**config.mk**
```make
export PLATFORM = sky130hd
export DESIGN_NAME = integer_to_ascii_formatter
export DESIGN_NICKNAME = d
export VERILOG_FILES = /design/src/sv/ita_pkg.sv /design/src/sv/ita_shift_unit.sv /design/src/sv/ita_out_reg.sv /design/src/sv/integer_to_ascii_formatter.sv
export SDC_FILE = /design/constraint.sdc
export NUM_CORES = 1
export LEC_CHECK = 0
export ABC_CLOCK_PERIOD_IN_PS = 8450
export BUFFER_PORTS_ARGS = -buffer_cell sky130_fd_sc_hd__buf_2
export CAP_MARGIN = 10
export CORE_UTILIZATION = 35
export DETAILED_ROUTE_END_ITERATION = 10
export GPL_TIMING_DRIVEN = 0
export HOLD_SLACK_MARGIN = 0.05
export SLEW_MARGIN = 20
export SYNTH_ARGS = -nofsm -noshare
export SYNTH_HDL_FRONTEND = slang
export SYNTH_SLANG_ARGS = --single-unit
```
**constraint.sdc**
```tcl
create_clock -name clk -period 8.45 [get_ports clk]
set_clock_uncertainty 0.05 [all_clocks]
set_input_delay 2.535 -clock clk [delete_from_list [all_inputs] [get_ports clk]]
set_output_delay 2.535 -clock clk [all_outputs]
set_load 0.01 [all_outputs]
```
**src/sv/ita_pkg.sv**
```systemverilog
// shared types, codes and character constants for the integer-to-ascii formatter
// no dependencies; imported by every module of the block
package ita_pkg;

    // ascii codes used by the formatter
    localparam logic [6:0] CHR_ZERO   = 7'd48;
    localparam logic [6:0] CHR_LETTER = 7'd65;
    localparam logic [6:0] CHR_MINUS  = 7'd45;

    // format selector codes
    typedef enum logic [1:0] {
        ACT_UDEC = 2'd0,
        ACT_SDEC = 2'd1,
        ACT_HEX  = 2'd2,
        ACT_BIN  = 2'd3
    } action_t;

    // sequencer states
    typedef enum logic [2:0] {
        ST_IDLE,
        ST_CONV,
        ST_SIGN,
        ST_SKIP,
        ST_EMITD,
        ST_EMITB
    } state_t;

    // operations of the shared shift unit
    typedef enum logic [2:0] {
        OP_HOLD,
        OP_LOAD_BIN,
        OP_LOAD_HEX,
        OP_DABBLE,
        OP_SHIFT_DIGIT
    } unit_op_t;

    // one character handed to the output register
    typedef struct packed {
        logic       push;
        logic [6:0] character;
        logic       last;
    } emit_t;

    // decimal digits needed for a value of w bits (1233/4096 ~ log10 2)
    function automatic int ita_ndig(input int w);
        return ((w * 1233) >> 12) + 1;
    endfunction

    // ascii for one decimal or hex digit, upper-case letters
    function automatic logic [6:0] digit_char(input logic [3:0] d);
        logic [6:0] ch;
        if (d < 4'd10)
            ch = CHR_ZERO + 7'(d);
        else
            ch = CHR_LETTER + 7'(d) - 7'd10;
        return ch;
    endfunction

endpackage

```
**src/sv/ita_shift_unit.sv**
```systemverilog
// shared shift unit: double-dabble binary to bcd, hex digit load, digit shift-out
// depends on ita_pkg
module ita_shift_unit
    import ita_pkg::*;
#(
    parameter int VALUE_WIDTH = 32
)
(
    input  logic                   clk,
    input  unit_op_t               op,
    input  logic [VALUE_WIDTH-1:0] load_data,
    output logic [3:0]             top_digit
);

    localparam int NDIG = ita_ndig(VALUE_WIDTH);
    localparam int DW   = 4 * NDIG;

    logic [VALUE_WIDTH-1:0] bin_reg;
    logic [VALUE_WIDTH-1:0] bin_next;
    logic [DW-1:0]          bcd_reg;
    logic [DW-1:0]          bcd_next;
    logic [DW-1:0]          bcd_adj;

    // add 3 to every digit of 5 or more before the shift
    always_comb
    begin
        for (int j = 0; j < NDIG; j++)
        begin
            if (bcd_reg[4*j +: 4] >= 4'd5)
                bcd_adj[4*j +: 4] = bcd_reg[4*j +: 4] + 4'd3;
            else
                bcd_adj[4*j +: 4] = bcd_reg[4*j +: 4];
        end
    end

    // operation select
    always_comb
    begin
        bin_next = bin_reg;
        bcd_next = bcd_reg;
        unique case (op)
            OP_HOLD:
            begin
                bin_next = bin_reg;
                bcd_next = bcd_reg;
            end
            OP_LOAD_BIN:
            begin
                bin_next = load_data;
                bcd_next = '0;
            end
            OP_LOAD_HEX:
            begin
                bcd_next = DW'(load_data);
            end
            OP_DABBLE:
            begin
                bcd_next = {bcd_adj[DW-2:0], bin_reg[VALUE_WIDTH-1]};
                bin_next = {bin_reg[VALUE_WIDTH-2:0], 1'b0};
            end
            OP_SHIFT_DIGIT:
            begin
                bcd_next = {bcd_reg[DW-5:0], 4'd0};
            end
            default:
            begin
                bin_next = bin_reg;
                bcd_next = bcd_reg;
            end
        endcase
    end

    // datapath registers
    always_ff @(posedge clk)
    begin
        bin_reg <= bin_next;
        bcd_reg <= bcd_next;
    end

    assign top_digit = bcd_reg[DW-1 -: 4];

endmodule

```
**src/sv/ita_out_reg.sv**
```systemverilog
// output register stage for the character channel
// depends on ita_pkg
module ita_out_reg
    import ita_pkg::*;
(
    input  logic       clk,
    input  logic       rst_n,
    input  emit_t      emit,
    input  logic       out_stall,
    output logic       ready,
    output logic       out_valid,
    output logic [6:0] character,
    output logic       last
);

    logic       valid_reg;
    logic       valid_next;
    logic [6:0] char_reg;
    logic       last_reg;

    // room for a new character when empty or the held one leaves now
    assign ready = !valid_reg || !out_stall;

    always_comb
    begin
        if (emit.push)
            valid_next = 1'b1;
        else if (!out_stall)
            valid_next = 1'b0;
        else
            valid_next = valid_reg;
    end

    // valid flag
    always_ff @(posedge clk or negedge rst_n)
    begin
        if (!rst_n)
            valid_reg <= 1'b0;
        else
            valid_reg <= valid_next;
    end

    // payload
    always_ff @(posedge clk)
    begin
        if (emit.push)
        begin
            char_reg <= emit.character;
            last_reg <= emit.last;
        end
    end

    assign out_valid = valid_reg;
    assign character = char_reg;
    assign last      = last_reg;

endmodule

```
**src/sv/integer_to_ascii_formatter.sv**
```systemverilog
// integer-to-ascii formatter top level: sequencer, shift unit and output register
// depends on ita_pkg, ita_shift_unit, ita_out_reg
//
// usage:
//   input channel (in_valid / in_stall) takes action, value and top_bit; the value is
//   used at VALUE_WIDTH bits. output channel (out_valid / out_stall) gives one ascii
//   character per transfer, most significant first, with last set on the final one.
//   in_stall is high from the accepting edge until the final character has entered
//   the output register; one value is in work at a time.
//   decimal: a load, one double-dabble shift per value bit in the shared shift
//   unit, a minus sign when negative, then leading zeros are skipped and the
//   significant digits emitted, most significant first.
//   hex: a load, then leading zeros are skipped and the significant digits emitted.
//   binary: a load, then top_bit+1 characters at one per cycle unless out_stall holds.
//   the output register holds one character; a new one enters at the edge where the
//   held one leaves, so a stalled receiver pauses the sequencer and nothing is lost.
//   reset clears the sequencer and the output valid; no value is in work after it.
module integer_to_ascii_formatter
    import ita_pkg::*;
#(
    parameter int VALUE_WIDTH = 32
)
(
    input  logic        clk,
    input  logic        rst_n,
    input  logic        in_valid,
    output logic        in_stall,
    input  logic [1:0]  action,
    input  logic [31:0] value,
    input  logic [4:0]  top_bit,
    output logic        out_valid,
    input  logic        out_stall,
    output logic [6:0]  character,
    output logic        last
);

    localparam int NDIG = ita_ndig(VALUE_WIDTH);
    localparam int CW   = $clog2(VALUE_WIDTH + 1);
    localparam int GW   = $clog2(NDIG + 1);

    state_t                 state_reg;
    state_t                 state_next;
    logic                   neg_reg;
    logic                   neg_next;
    logic [CW-1:0]          dab_cnt_reg;
    logic [CW-1:0]          dab_cnt_next;
    logic [GW-1:0]          dig_cnt_reg;
    logic [GW-1:0]          dig_cnt_next;
    logic [4:0]             bit_cnt_reg;
    logic [4:0]             bit_cnt_next;
    logic [31:0]            bits_reg;
    logic [31:0]            bits_next;

    logic [VALUE_WIDTH-1:0] val_w;
    logic [VALUE_WIDTH-1:0] mag;
    logic [31:0]            bits_in;
    logic                   sign_neg;
    logic                   accept;
    logic                   ready;
    logic [3:0]             top_digit;
    unit_op_t               op;
    emit_t                  emit;

    // value at the configured width
    generate
        if (VALUE_WIDTH <= 32)
        begin : g_narrow
            assign val_w = value[VALUE_WIDTH-1:0];
        end
        else
        begin : g_wide
            assign val_w = {{(VALUE_WIDTH-32){1'b0}}, value};
        end
    endgenerate

    // binary view: bits above the value width print as zero
    generate
        for (genvar i = 0; i < 32; i++)
        begin : g_bits
            if (i < VALUE_WIDTH)
            begin : g_in
                assign bits_in[i] = val_w[i];
            end
            else
            begin : g_out
                assign bits_in[i] = 1'b0;
            end
        end
    endgenerate

    // magnitude for signed decimal
    assign sign_neg = (action_t'(action) == ACT_SDEC) && val_w[VALUE_WIDTH-1];
    assign mag      = sign_neg ? (~val_w + VALUE_WIDTH'(1)) : val_w;

    assign in_stall = (state_reg != ST_IDLE);
    assign accept   = in_valid && (state_reg == ST_IDLE);

    // next state
    always_comb
    begin
        state_next = state_reg;
        unique case (state_reg)
            ST_IDLE:
            begin
                if (in_valid)
                begin
                    unique case (action_t'(action))
                        ACT_UDEC, ACT_SDEC: state_next = ST_CONV;
                        ACT_HEX:            state_next = ST_SKIP;
                        ACT_BIN:            state_next = ST_EMITB;
                        default:            state_next = ST_IDLE;
                    endcase
                end
            end
            ST_CONV:
            begin
                if (dab_cnt_reg == CW'(1))
                    state_next = neg_reg ? ST_SIGN : ST_SKIP;
            end
            ST_SIGN:
            begin
                if (ready)
                    state_next = ST_SKIP;
            end
            ST_SKIP:
            begin
                if (!(dig_cnt_reg > GW'(1) && top_digit == 4'd0))
                    state_next = ST_EMITD;
            end
            ST_EMITD:
            begin
                if (ready && dig_cnt_reg == GW'(1))
                    state_next = ST_IDLE;
            end
            ST_EMITB:
            begin
                if (ready && bit_cnt_reg == 5'd0)
                    state_next = ST_IDLE;
            end
            default:
            begin
                state_next = ST_IDLE;
            end
        endcase
    end

    // sequencer outputs: unit operation, counters and character pushes
    always_comb
    begin
        op             = OP_HOLD;
        emit.push      = 1'b0;
        emit.character = CHR_ZERO;
        emit.last      = 1'b0;
        neg_next       = neg_reg;
        dab_cnt_next   = dab_cnt_reg;
        dig_cnt_next   = dig_cnt_reg;
        bit_cnt_next   = bit_cnt_reg;
        bits_next      = bits_reg;
        unique case (state_reg)
            ST_IDLE:
            begin
                if (accept)
                begin
                    neg_next     = sign_neg;
                    dab_cnt_next = CW'(VALUE_WIDTH);
                    dig_cnt_next = GW'(NDIG);
                    bit_cnt_next = top_bit;
                    bits_next    = bits_in;
                    unique case (action_t'(action))
                        ACT_UDEC, ACT_SDEC: op = OP_LOAD_BIN;
                        ACT_HEX:            op = OP_LOAD_HEX;
                        ACT_BIN:            op = OP_HOLD;
                        default:            op = OP_HOLD;
                    endcase
                end
            end
            ST_CONV:
            begin
                op           = OP_DABBLE;
                dab_cnt_next = dab_cnt_reg - CW'(1);
            end
            ST_SIGN:
            begin
                if (ready)
                begin
                    emit.push      = 1'b1;
                    emit.character = CHR_MINUS;
                    neg_next       = 1'b0;
                end
            end
            ST_SKIP:
            begin
                if (dig_cnt_reg > GW'(1) && top_digit == 4'd0)
                begin
                    op           = OP_SHIFT_DIGIT;
                    dig_cnt_next = dig_cnt_reg - GW'(1);
                end
            end
            ST_EMITD:
            begin
                if (ready)
                begin
                    emit.push      = 1'b1;
                    emit.character = digit_char(top_digit);
                    emit.last      = (dig_cnt_reg == GW'(1));
                    op             = OP_SHIFT_DIGIT;
                    dig_cnt_next   = dig_cnt_reg - GW'(1);
                end
            end
            ST_EMITB:
            begin
                if (ready)
                begin
                    emit.push      = 1'b1;
                    emit.character = CHR_ZERO | {6'd0, bits_reg[bit_cnt_reg]};
                    emit.last      = (bit_cnt_reg == 5'd0);
                    bit_cnt_next   = bit_cnt_reg - 5'd1;
                end
            end
            default:
            begin
                op = OP_HOLD;
            end
        endcase
    end

    // control registers
    always_ff @(posedge clk or negedge rst_n)
    begin
        if (!rst_n)
            state_reg <= ST_IDLE;
        else
            state_reg <= state_next;
    end

    // work registers
    always_ff @(posedge clk)
    begin
        neg_reg     <= neg_next;
        dab_cnt_reg <= dab_cnt_next;
        dig_cnt_reg <= dig_cnt_next;
        bit_cnt_reg <= bit_cnt_next;
        bits_reg    <= bits_next;
    end

    // shared shift unit
    ita_shift_unit #(
        .VALUE_WIDTH (VALUE_WIDTH)
    ) u_shift_unit (
        .clk       (clk),
        .op        (op),
        .load_data (mag),
        .top_digit (top_digit)
    );

    // output register
    ita_out_reg u_out_reg (
        .clk       (clk),
        .rst_n     (rst_n),
        .emit      (emit),
        .out_stall (out_stall),
        .ready     (ready),
        .out_valid (out_valid),
        .character (character),
        .last      (last)
    );

endmodule
```
# After elaboration in Yosys (flattened, before gate mapping)
# Index checks and enable logic that the tools add are counted.
# totals
ff_bits	132
input_bits	43
output_inout_bits	10
wordCells	142
# op_classes
n_addsub	17
magnitude_cmp	13
n_eq_ne	25
muxes	49
n_bitwise	1
reduce_logical	26
# op_table
op	count
$pmux 40 s4	1
$pmux 32 s2	1
$mux 4	12
$ge 4x3->1 const B	10
$add 4x2->4 const B	9
$add 32x1->32 const B	1
$mux 32	1
$not 32->32	1
$mux 3	10
$pmux 8 s3	1
$ne 2x2->1 const B	10
$mux 9	2
$pmux 3 s3	2
$pmux 3 s6	1
$eq 3x2->1 const B	4
$pmux 3 s4	1
$pmux 4 s3	1
$pmux 6 s2	1
$mux 5	2
$pmux 5 s2	1
$eq 3x3->1 const B	3
$mux 8	1
$reduce_bool 2->1	4
$add 6x4->7 const A	1
34 further kinds	50

# Depth between registers and ports, before layout
# Gate-level depths: netlist of the first run.
# depth
word_depth	7
depth_mapped	9
mapped_depth_nobuf	8

# Cells and area by module
# A second synthesis of the first run with hierarchy kept.
# unflattened
hier_cells	668
hier_area_um2	7704.9
# by_module_without_submodules
mod	instances	cells_per_inst	area_per_inst_um2
ita_shift_unit	1	339	4156.5
integer_to_ascii_formatter	1	318	3271.9
ita_out_reg	1	11	276.5

# Worst setup path after synthesis of the first run
# Ideal clock, no wire load.
# synth_path
path_type	input -> register
startpoint	input action[1]
endpoint	register u_shift_unit.bin_reg[0], enable pin
arrival_ns	4.870
path_slack_ns	3.069
path_stages	3
n_path_buf	0
cell_sequence	inv_1 a21oi_1 nor3_1
# synth_between
elab_chain_len	7
word_cells_on_any_way	11
# synth_lines
element	line_no	source
start: declaration	integer_to_ascii_formatter.sv:28	input logic [1:0] action,
$eq 2x1->1 / $logic_not 2->1 (equally long branches)	integer_to_ascii_formatter.sv:169	unique case (action_t'(action))
$reduce_or 2->1	integer_to_ascii_formatter.sv:169	
$pmux 3 s3 *	integer_to_ascii_formatter.sv:169	
$mux 3 *	integer_to_ascii_formatter.sv:162	if (accept)
$pmux 3 s4 *	integer_to_ascii_formatter.sv:159	unique case (state_reg)
$eq 3x1->1 / $eq 3x2->1 (equally long branches)	ita_shift_unit.sv:41	unique case (op)
$reduce_bool 2->1 (no source line) *	n/a	
end signal: assignment	ita_shift_unit.sv:76	bin_reg <= bin_next;
end: declaration	ita_shift_unit.sv:18	logic [VALUE_WIDTH-1:0] bin_reg;
# Mark *: on every way between the ends. The rest lies on a longest branch, timed or not. The select of a mux whose other input is x is not followed.
# A chain may end at the register's enable or synchronous reset.

# Final worst setup path of the first run
# layout_path
startpoint	input value[0]
endpoint	register u_shift_unit.bin_reg[18] (data pin)
# layout_between
elab_chain_len	4
# layout_lines
element	line_no	source
start: declaration	integer_to_ascii_formatter.sv:29	input logic [31:0] value,
$not 32->32	integer_to_ascii_formatter.sv:93	assign mag = sign_neg ? (~val_w + VALUE_WIDTH'(1)) : val_w;
$add 32x1->32	integer_to_ascii_formatter.sv:93	
$mux 32	integer_to_ascii_formatter.sv:93	
$pmux 32 s2	ita_shift_unit.sv:41	
via u_shift_unit.bin_next[18]	ita_shift_unit.sv:19	logic [VALUE_WIDTH-1:0] bin_next;
# The timed path passes the listed nets, and every way through them passes these cells.

==> results.md, run 1 <==
* Outcome: completed
* RR Endpoint: dab_cnt_reg[0]$_SDFFCE_PN0P_
* Clock sink count at 132
* Largest net degree at the start of global routing at 33
* Synth top area cells: edfxtp_1 52%, a21oi_1 5.2%, ha_1 4.5%, xnor2_1 4.4%, o21ai_0 4.0%
* CP cell instances: buf_2 > inv_1 > ha_1 > or3b_1 > clkbuf_1 > nor3_2 > nand2_1 > o31a_1 > xnor2_1 > a21oi_1
* Met2 wire length at 8750 um
* Slew Limit Fails at 0
* Post-Place Setup Slack at 3.69 ns
* Synth unique cells at 62
* End of the critical path: u_shift_unit.bin_reg[18]$_DFFE_PP_
* Cell depth of the worst setup path at 10
* Buf/Inv on CP at 3
* Row count at 53
* Setup TNS at 0 ns
* Nets@finish at 852
* CTS resizes at 0
* Hold Crit Class: flip-flop to flip-flop
* Flops & latches, synth at 132
* Max incr delay on CP at 0.35 ns
* Crit path DAT at 4.48 ns
* Leakage at 3.07 nW
* Pwr Total at 3.23 mW
* Synth async-reset ratio at 0.0303
* Final setup margin at 4.08 ns
* Final HPWL DP at 14,400 um
* Max FO, Critical Path at 7
* Max_slew headroom at 0.502
* Seq/Total Area, Yosys at 0.529
* Most frequent cell after synthesis: edfxtp_1
* Core Box Area at 21,000 um2
* CTS tree: yes
* Synth top area share at 0.516
* GPL Wtd Cong at 0.824
* Critical path capture point type: flip-flop
* F_max at 229 MHz
* Num CTS Buffers at 17
* Post-synth EDFFs at 128
* Sw power at 1.23 mW
* Leading area contributor after synthesis: edfxtp_1
* Die Y at 148 um
* Tcrit/Tclk final at 0.518
* Final wirelength at 20,000 um
* PortBufs at 52
* Power density of the placed cells at 371 nW/um2
* Number of H-tree levels at 4
* Reg2reg start: state_reg[2]$_DFFE_PN0P_
* Post-CTS setup buffer count at 0
* Depth of the worst register-to-register path at 6
* Total grt overflow at 0
* Clk pwr share at 0.233
* Sequential power share at 0.393
* Clock Latency Late Sink at 0.42 ns
* Internal power at 2.00 mW
* Largest delay share family, worst path: simple AND/OR/NAND/NOR gates
* Mapped Area at 7450 um2
* Area Overhead vs Synth at 16.8%
* Remaining DRCs at 0
* Crit-path slowest cell: nor3_2
* Starting density of the core at 0.356
* CP startpoint: value[0]
* Synth warnings at 0
* Largest register FFs at 40
* N_diodes at 0
* Number of global-route vias before repair at 5,659
* Final Hold Fails at 0
* Root buffer cell: clkbuf_16
* Minimum clock period at 4.37 ns
* Detail Route Antenna Nets at 0
* IO Pins at 53
* Vias per cell at 5.49
* WL met3 at 1530 um
* Unrepaired setup endpoints after global routing: no
* Critical Path RT at 8.56 ns
* First-pass GRT wire length at 31,200 um
* Final setup viols at 0
* Via count at 5,877
* Post-Syn Nets at 777
* Main synth FF type: edfxtp_1
* Area of the die at 21,900 um2
* Initial DRC Count at 462
* Synth Instances at 707
* Synth Area per Inst at 10.5 um2
* Reg clk slew, reported paths at 0.06 ns
* Initial antenna violation count at 0
* Startpoint types: primary input
* Worst Max-Slew Pin Slew at 0.740 ns
* Metal-1 WL at 9340 um
* # hold bufs at CTS at 0
* Share of cells above drive strength 1 at 0.146
* Die X-Extent at 148 um
* # placed instances at 1,038
* WS Path Type: primary input to flip-flop
* Layout Cells excl Fill at 1,070
* Switching share of total power at 0.380
* Worst vdd ir at 184 uV
* Register-to-Register Setup Slack at 5.57 ns
* Combinational Power Share at 0.374
* 1st-pass router iterations at 5
* DR top layer: met4
* CTS max path bufs at 2
* DR WL/cell at 18.7 um
* Most frequent cells after synthesis: 128 x edfxtp_1, 77 x a21oi_1, 68 x nand2_1, 68 x nor2_1, 59 x o21ai_0
* GRT Overall Usage at 0.191
* Max-cap violations at 0
-- power groups by stage --
stage	Combinational [mW]	Clock [mW]	Sequential, mW
after detailed placement	1.20	0	1.28
after floorplan	0.843	0	1.25
final	1.21	0.753	1.27
after global placement	1.15	0	1.29
after global routing	1.36	0.783	1.30
after CTS	1.21	0.762	1.27
-- cell families after synthesis --
| group | count (synthesis) | synth area share |
|---|---|---|
| simple gates | 222 | 0.145 |
| fa+ha+maj | 27 | 0.0453 |
| compound gates | 199 | 0.160 |
| mux | 12 | 0.0269 |
| buf+inv | 67 | 0.0363 |
| flops | 132 | 0.529 |
| xor+xnor | 48 | 0.0564 |
-- how the worst min path moves through the flow --
stage,cells after the start,to,start
floorplan,2,u_shift_unit.bin_reg[10]$_DFFE_PP_,u_shift_unit.bin_reg[9]$_DFFE_PP_
CTS,2,u_shift_unit.bin_reg[12]$_DFFE_PP_,u_shift_unit.bin_reg[11]$_DFFE_PP_
finish,2,u_shift_unit.bin_reg[12]$_DFFE_PP_,u_shift_unit.bin_reg[11]$_DFFE_PP_
global placement,2,u_shift_unit.bin_reg[5]$_DFFE_PP_,u_shift_unit.bin_reg[4]$_DFFE_PP_
global route,2,u_shift_unit.bin_reg[12]$_DFFE_PP_,u_shift_unit.bin_reg[11]$_DFFE_PP_
detailed placement,2,u_shift_unit.bin_reg[12]$_DFFE_PP_,u_shift_unit.bin_reg[11]$_DFFE_PP_
-- worst min-delay path, stage by stage (launching register included) --
cell and delay, ns:
edfxtp_1 0.32, nand2_1 0.04, o21ai_0 0.06
-- cell type report --
type	count	area (um2)
Inverter	34	128
Clock buffer	17	425
Tap cell	275	344
Multi-Input combinational cell	508	3250
Sequential cell	132	3940
Timing Repair Buffer	56	310
Clock inverter	15	165
Fill cell	2094	12300
Buffer	33	143
-- routing by layer --
layer | up-vias | track usage
li1 | 2764 | -
met1 | 2853 | 0.265
met2 | 238 | 0.292
met3 | 22 | 0.0472
met4 | 0 | 0.0577
met5 | - | 0
-- placed cells by master, fill, tap and decap left out, types with 11 or more instances in the layout --
cell type and n:
edfxtp_1 128, a21oi_1 77, nor2_1 68, nand2_1 68
o21ai_0 59, buf_2 58, xnor2_1 37, inv_1 33
ha_1 27, clkbuf_1 23, clkbuf_16 17, nor3_1 16
a22oi_1 15, nand2b_1 14, nor3b_1 13, a221o_1 12
xor2_1 11
-- per-stage QoR --
stage	hold slack (ns)	area [um2]	util
after floorplan	0.446	7450	-
after global placement	0.451	8050	0.384
after detailed placement	0.465	8110	0.387
after CTS	0.479	8700	0.415
after global routing	0.509	8700	0.415
final	0.475	8700	0.415
(Power assumes the default switching activity.)
==> run 2, diff against run 1 <==
ABC_AREA = 1   (was not set)
ABC_CLOCK_PERIOD_IN_PS = 3800   (was 8450)
clock period = 3.8 ns   (was 8.45 ns; I/O delays follow)
==> run 2 against run 1 <==
The flow now finishes with violations (design-rule violations); routed wire length increased by 5.6%; largest power group is now combinational logic; cell area increased by 6.4%; global-route usage decreased by 0.16 points; first-iteration DRC count increased by 15%; highest routed layer unchanged; sequential cell count unchanged; synthesized cell count increased by 36%; critical endpoint is now u_shift_unit.bcd_reg[25]$_DFFE_PP_; via count increased by 15%; synthesized area increased by 6.5%.
==> results.md, run 2 <==
* Initial DRC Count at 532
* Number of H-tree levels at 4
* Detail Route Antenna Nets at 0
* Worst vdd ir at 372 uV
* Commonest non-fill, non-tap cell in the layout: nand2_1
* Synth top area share at 0.484
* Die X-Extent at 153 um
* Flops & latches, synth at 132
* WS Path Type: primary input to flip-flop
* Max incr delay on CP at 0.42 ns
* Main synth FF type: edfxtp_1
* Final setup viols at 0
* Vias per cell at 5.11
* Sw power at 3.05 mW
* First-pass GRT wire length at 34,200 um
* Leading area contributor after synthesis: edfxtp_1
* Post-synth EDFFs at 128
* # hold bufs at CTS at 0
* FF+latch area at 3940 um2
* Crit-path slowest cell: nand4_1
* Area Overhead vs Synth at 16.7%
* Hold slack at 0.467 ns
* Depth of the worst register-to-register path at 11
* Final wirelength at 21,100 um
* Largest register FFs at 40
* PortBufs at 52
* Outcome: finished with violations
* Most used cell, CP: buf_2
* Fillers at 2,186
* CP cell instances: buf_2 > nand2_1 > nand2_2 > o21ai_4 > inv_2 > buf_2 > nand4_1 > buf_8 > buf_6
* Core Box Area at 22,000 um2
* Startpoint types: primary input
* Leakage at 3.99 nW
* Power density of the placed cells at 829 nW/um2
* Synth top area cells: edfxtp_1 48%, nand2_1 13%, nand3_1 5.6%, inv_1 5.2%, o21ai_0 5.0%
* Seq/Total Area, Yosys at 0.497
* Failing checks: design-rule violations
* Via count at 6,785
* Internal power at 4.63 mW
* Initial antenna violation count at 0
* Worst Max-Slew Pin Slew at 0.776 ns
* Synth Instances at 959
* Total grt overflow at 0
* Main combinational cell family by area after synthesis: simple AND/OR/NAND/NOR gates
* Synth Area per Inst at 8.28 um2
* Root buffer cell: clkbuf_16
* Tcrit/Tclk final at 0.767
* 1st-pass router iterations at 10
* Combinational Power Share at 0.389
* RR Endpoint: u_shift_unit.bcd_reg[25]$_DFFE_PP_
* Slew Limit Fails at 0
* GPL Wtd Cong at 0.881
* Area of the die at 23,300 um2
* Final Hold Fails at 0
* Clock sink count at 132
* GRT Overall Usage at 0.189
* Largest net degree at the start of global routing at 33
* IO Pins at 53
* Most frequent cell after synthesis: nand2_1
* Mapped Area at 7940 um2
* Share of cells above drive strength 1 at 0.119
* Max FO, Critical Path at 12
* Critical Path RT at 3.94 ns
* Clock Latency Late Sink at 0.43 ns
* DR WL/cell at 15.9 um
* N_diodes at 0
* Synth async-reset ratio at 0.0303
* F_max at 343 MHz
* Simple-Gate Fraction of Synth Area at 0.262
* Mux contribution to synthesized area at 0
* CTS resizes at 0
* Reg2reg start: u_shift_unit.bcd_reg[36]$_DFFE_PP_
* Most frequent cells after synthesis: 280 x nand2_1, 128 x edfxtp_1, 110 x inv_1
* CTS tree: yes
* Remaining DRCs at 4
* Nets@finish at 1,104
* Max_slew headroom at 0.481
* Post-Syn Nets at 1,029
* Most frequent cells in the layout: 279 x nand2_1, 128 x edfxtp_1, 110 x inv_1
* Adder-Cell Fraction of Synth Area at 0.0426
* Critical path capture point type: flip-flop
* Row count at 54
* Post-CTS setup buffer count at 0
* Fin util at 0.421
* Final HPWL DP at 15,900 um
* Footprint of the multi-input gates at 3430 um2
* Synth unique cells at 38
* Compound-Gate Fraction of Synth Area at 0.102
* CTS max path bufs at 2
* Die Y at 153 um
* Starting density of the core at 0.360
* Register-to-Register Setup Slack at 0.90 ns
* Sequential power share at 0.371
* Max-cap violations at 0
* Pwr Total at 7.68 mW
* Unrepaired setup endpoints after global routing: no
* Switching share of total power at 0.397
* Minimum clock period at 2.91 ns
* Clk pwr share at 0.240
* XOR/XNOR Fraction of Synth Area at 0.0254
* Synth warnings at 0
* Number of global-route vias before repair at 6,464
* Crit path DAT at 3.05 ns
* Reg clk slew, reported paths at 0.06 ns
* Hold Crit Class: primary input to asynchronous set/reset pin
* Setup TNS at 0 ns
* Num CTS Buffers at 17
[run 2: cell types whose count changed after synthesis, sizes merged, moves of 30 or more]
cell / delta
xnor2: -30
nor2: +30
inv: +81
a21oi: -61
nand2: +215
nand3: +83
[run 2: power groups by stage]
stage / sequential (mW) / clock [mW] / combinational, mW
after floorplan: 2.81 / 0 / 2.08
after global placement: 2.89 / 0 / 2.83
after detailed placement: 2.86 / 0 / 2.97
after CTS: 2.84 / 1.86 / 2.99
after global routing: 2.92 / 1.91 / 3.40
final: 2.85 / 1.84 / 2.99
[run 2: per-layer routing]
metal / vias up / track usage / wire length (um)
li1: 3372 / - / -
met5: - / 0 / 0
met1: 3184 / 0.262 / 10200
met4: 0 / 0.0669 / 478
met2: 196 / 0.294 / 9340
met3: 33 / 0.0375 / 1110
[run 2: how the worst max path moves through the flow]
stage / cells past startpoint / from / to
5_1_grt: 11 / u_shift_unit.bcd_reg[36]$_DFFE_PP_ / u_shift_unit.bcd_reg[25]$_DFFE_PP_
6_report: 9 / out_stall / u_shift_unit.bcd_reg[25]$_DFFE_PP_
4_1_cts: 9 / out_stall / u_shift_unit.bcd_reg[25]$_DFFE_PP_
2_1_floorplan: 4 / in_valid / u_shift_unit.bcd_reg[0]$_DFFE_PP_
3_5_place_dp: 9 / out_stall / u_shift_unit.bcd_reg[25]$_DFFE_PP_
3_3_place_gp: 7 / out_stall / u_shift_unit.bcd_reg[22]$_DFFE_PP_
[run 2: worst max-delay path: cells and delay by family]
family	cells	cell delay (ns)
buffers and inverters	5	0.92
AOI/OAI and AO/OA	1	0.14
and+or+nand+nor	3	0.85
[run 2: cell families after synthesis]
kind of cell	count (synthesis)
and+or+nand+nor	495
buffers and inverters	142
AOI/OAI and AO/OA	140
DFF	132
adders and majority gates	27
xor gates and xnor gates	23
[run 2: final cells by class]
class / count / share of cell area
Sequential cell: 132 / 0.426
Multi-Input combinational cell: 685 / 0.371
Clock buffer: 19 / 0.0478
Inverter: 117 / 0.0474
Tap cell: 280 / 0.0378
Timing Repair Buffer: 56 / 0.0343
Clock inverter: 13 / 0.0223
Buffer: 25 / 0.0139
[run 2: stage by stage]
stage	instance area, um2	std cells	setup WS, ns
detailed placement	8610	1295	0.400
global placement	8550	1291	-1.16
global route	9260	1327	0.674
CTS	9260	1327	0.869
floorplan	7940	959	0.0609
finish	9260	1327	0.886
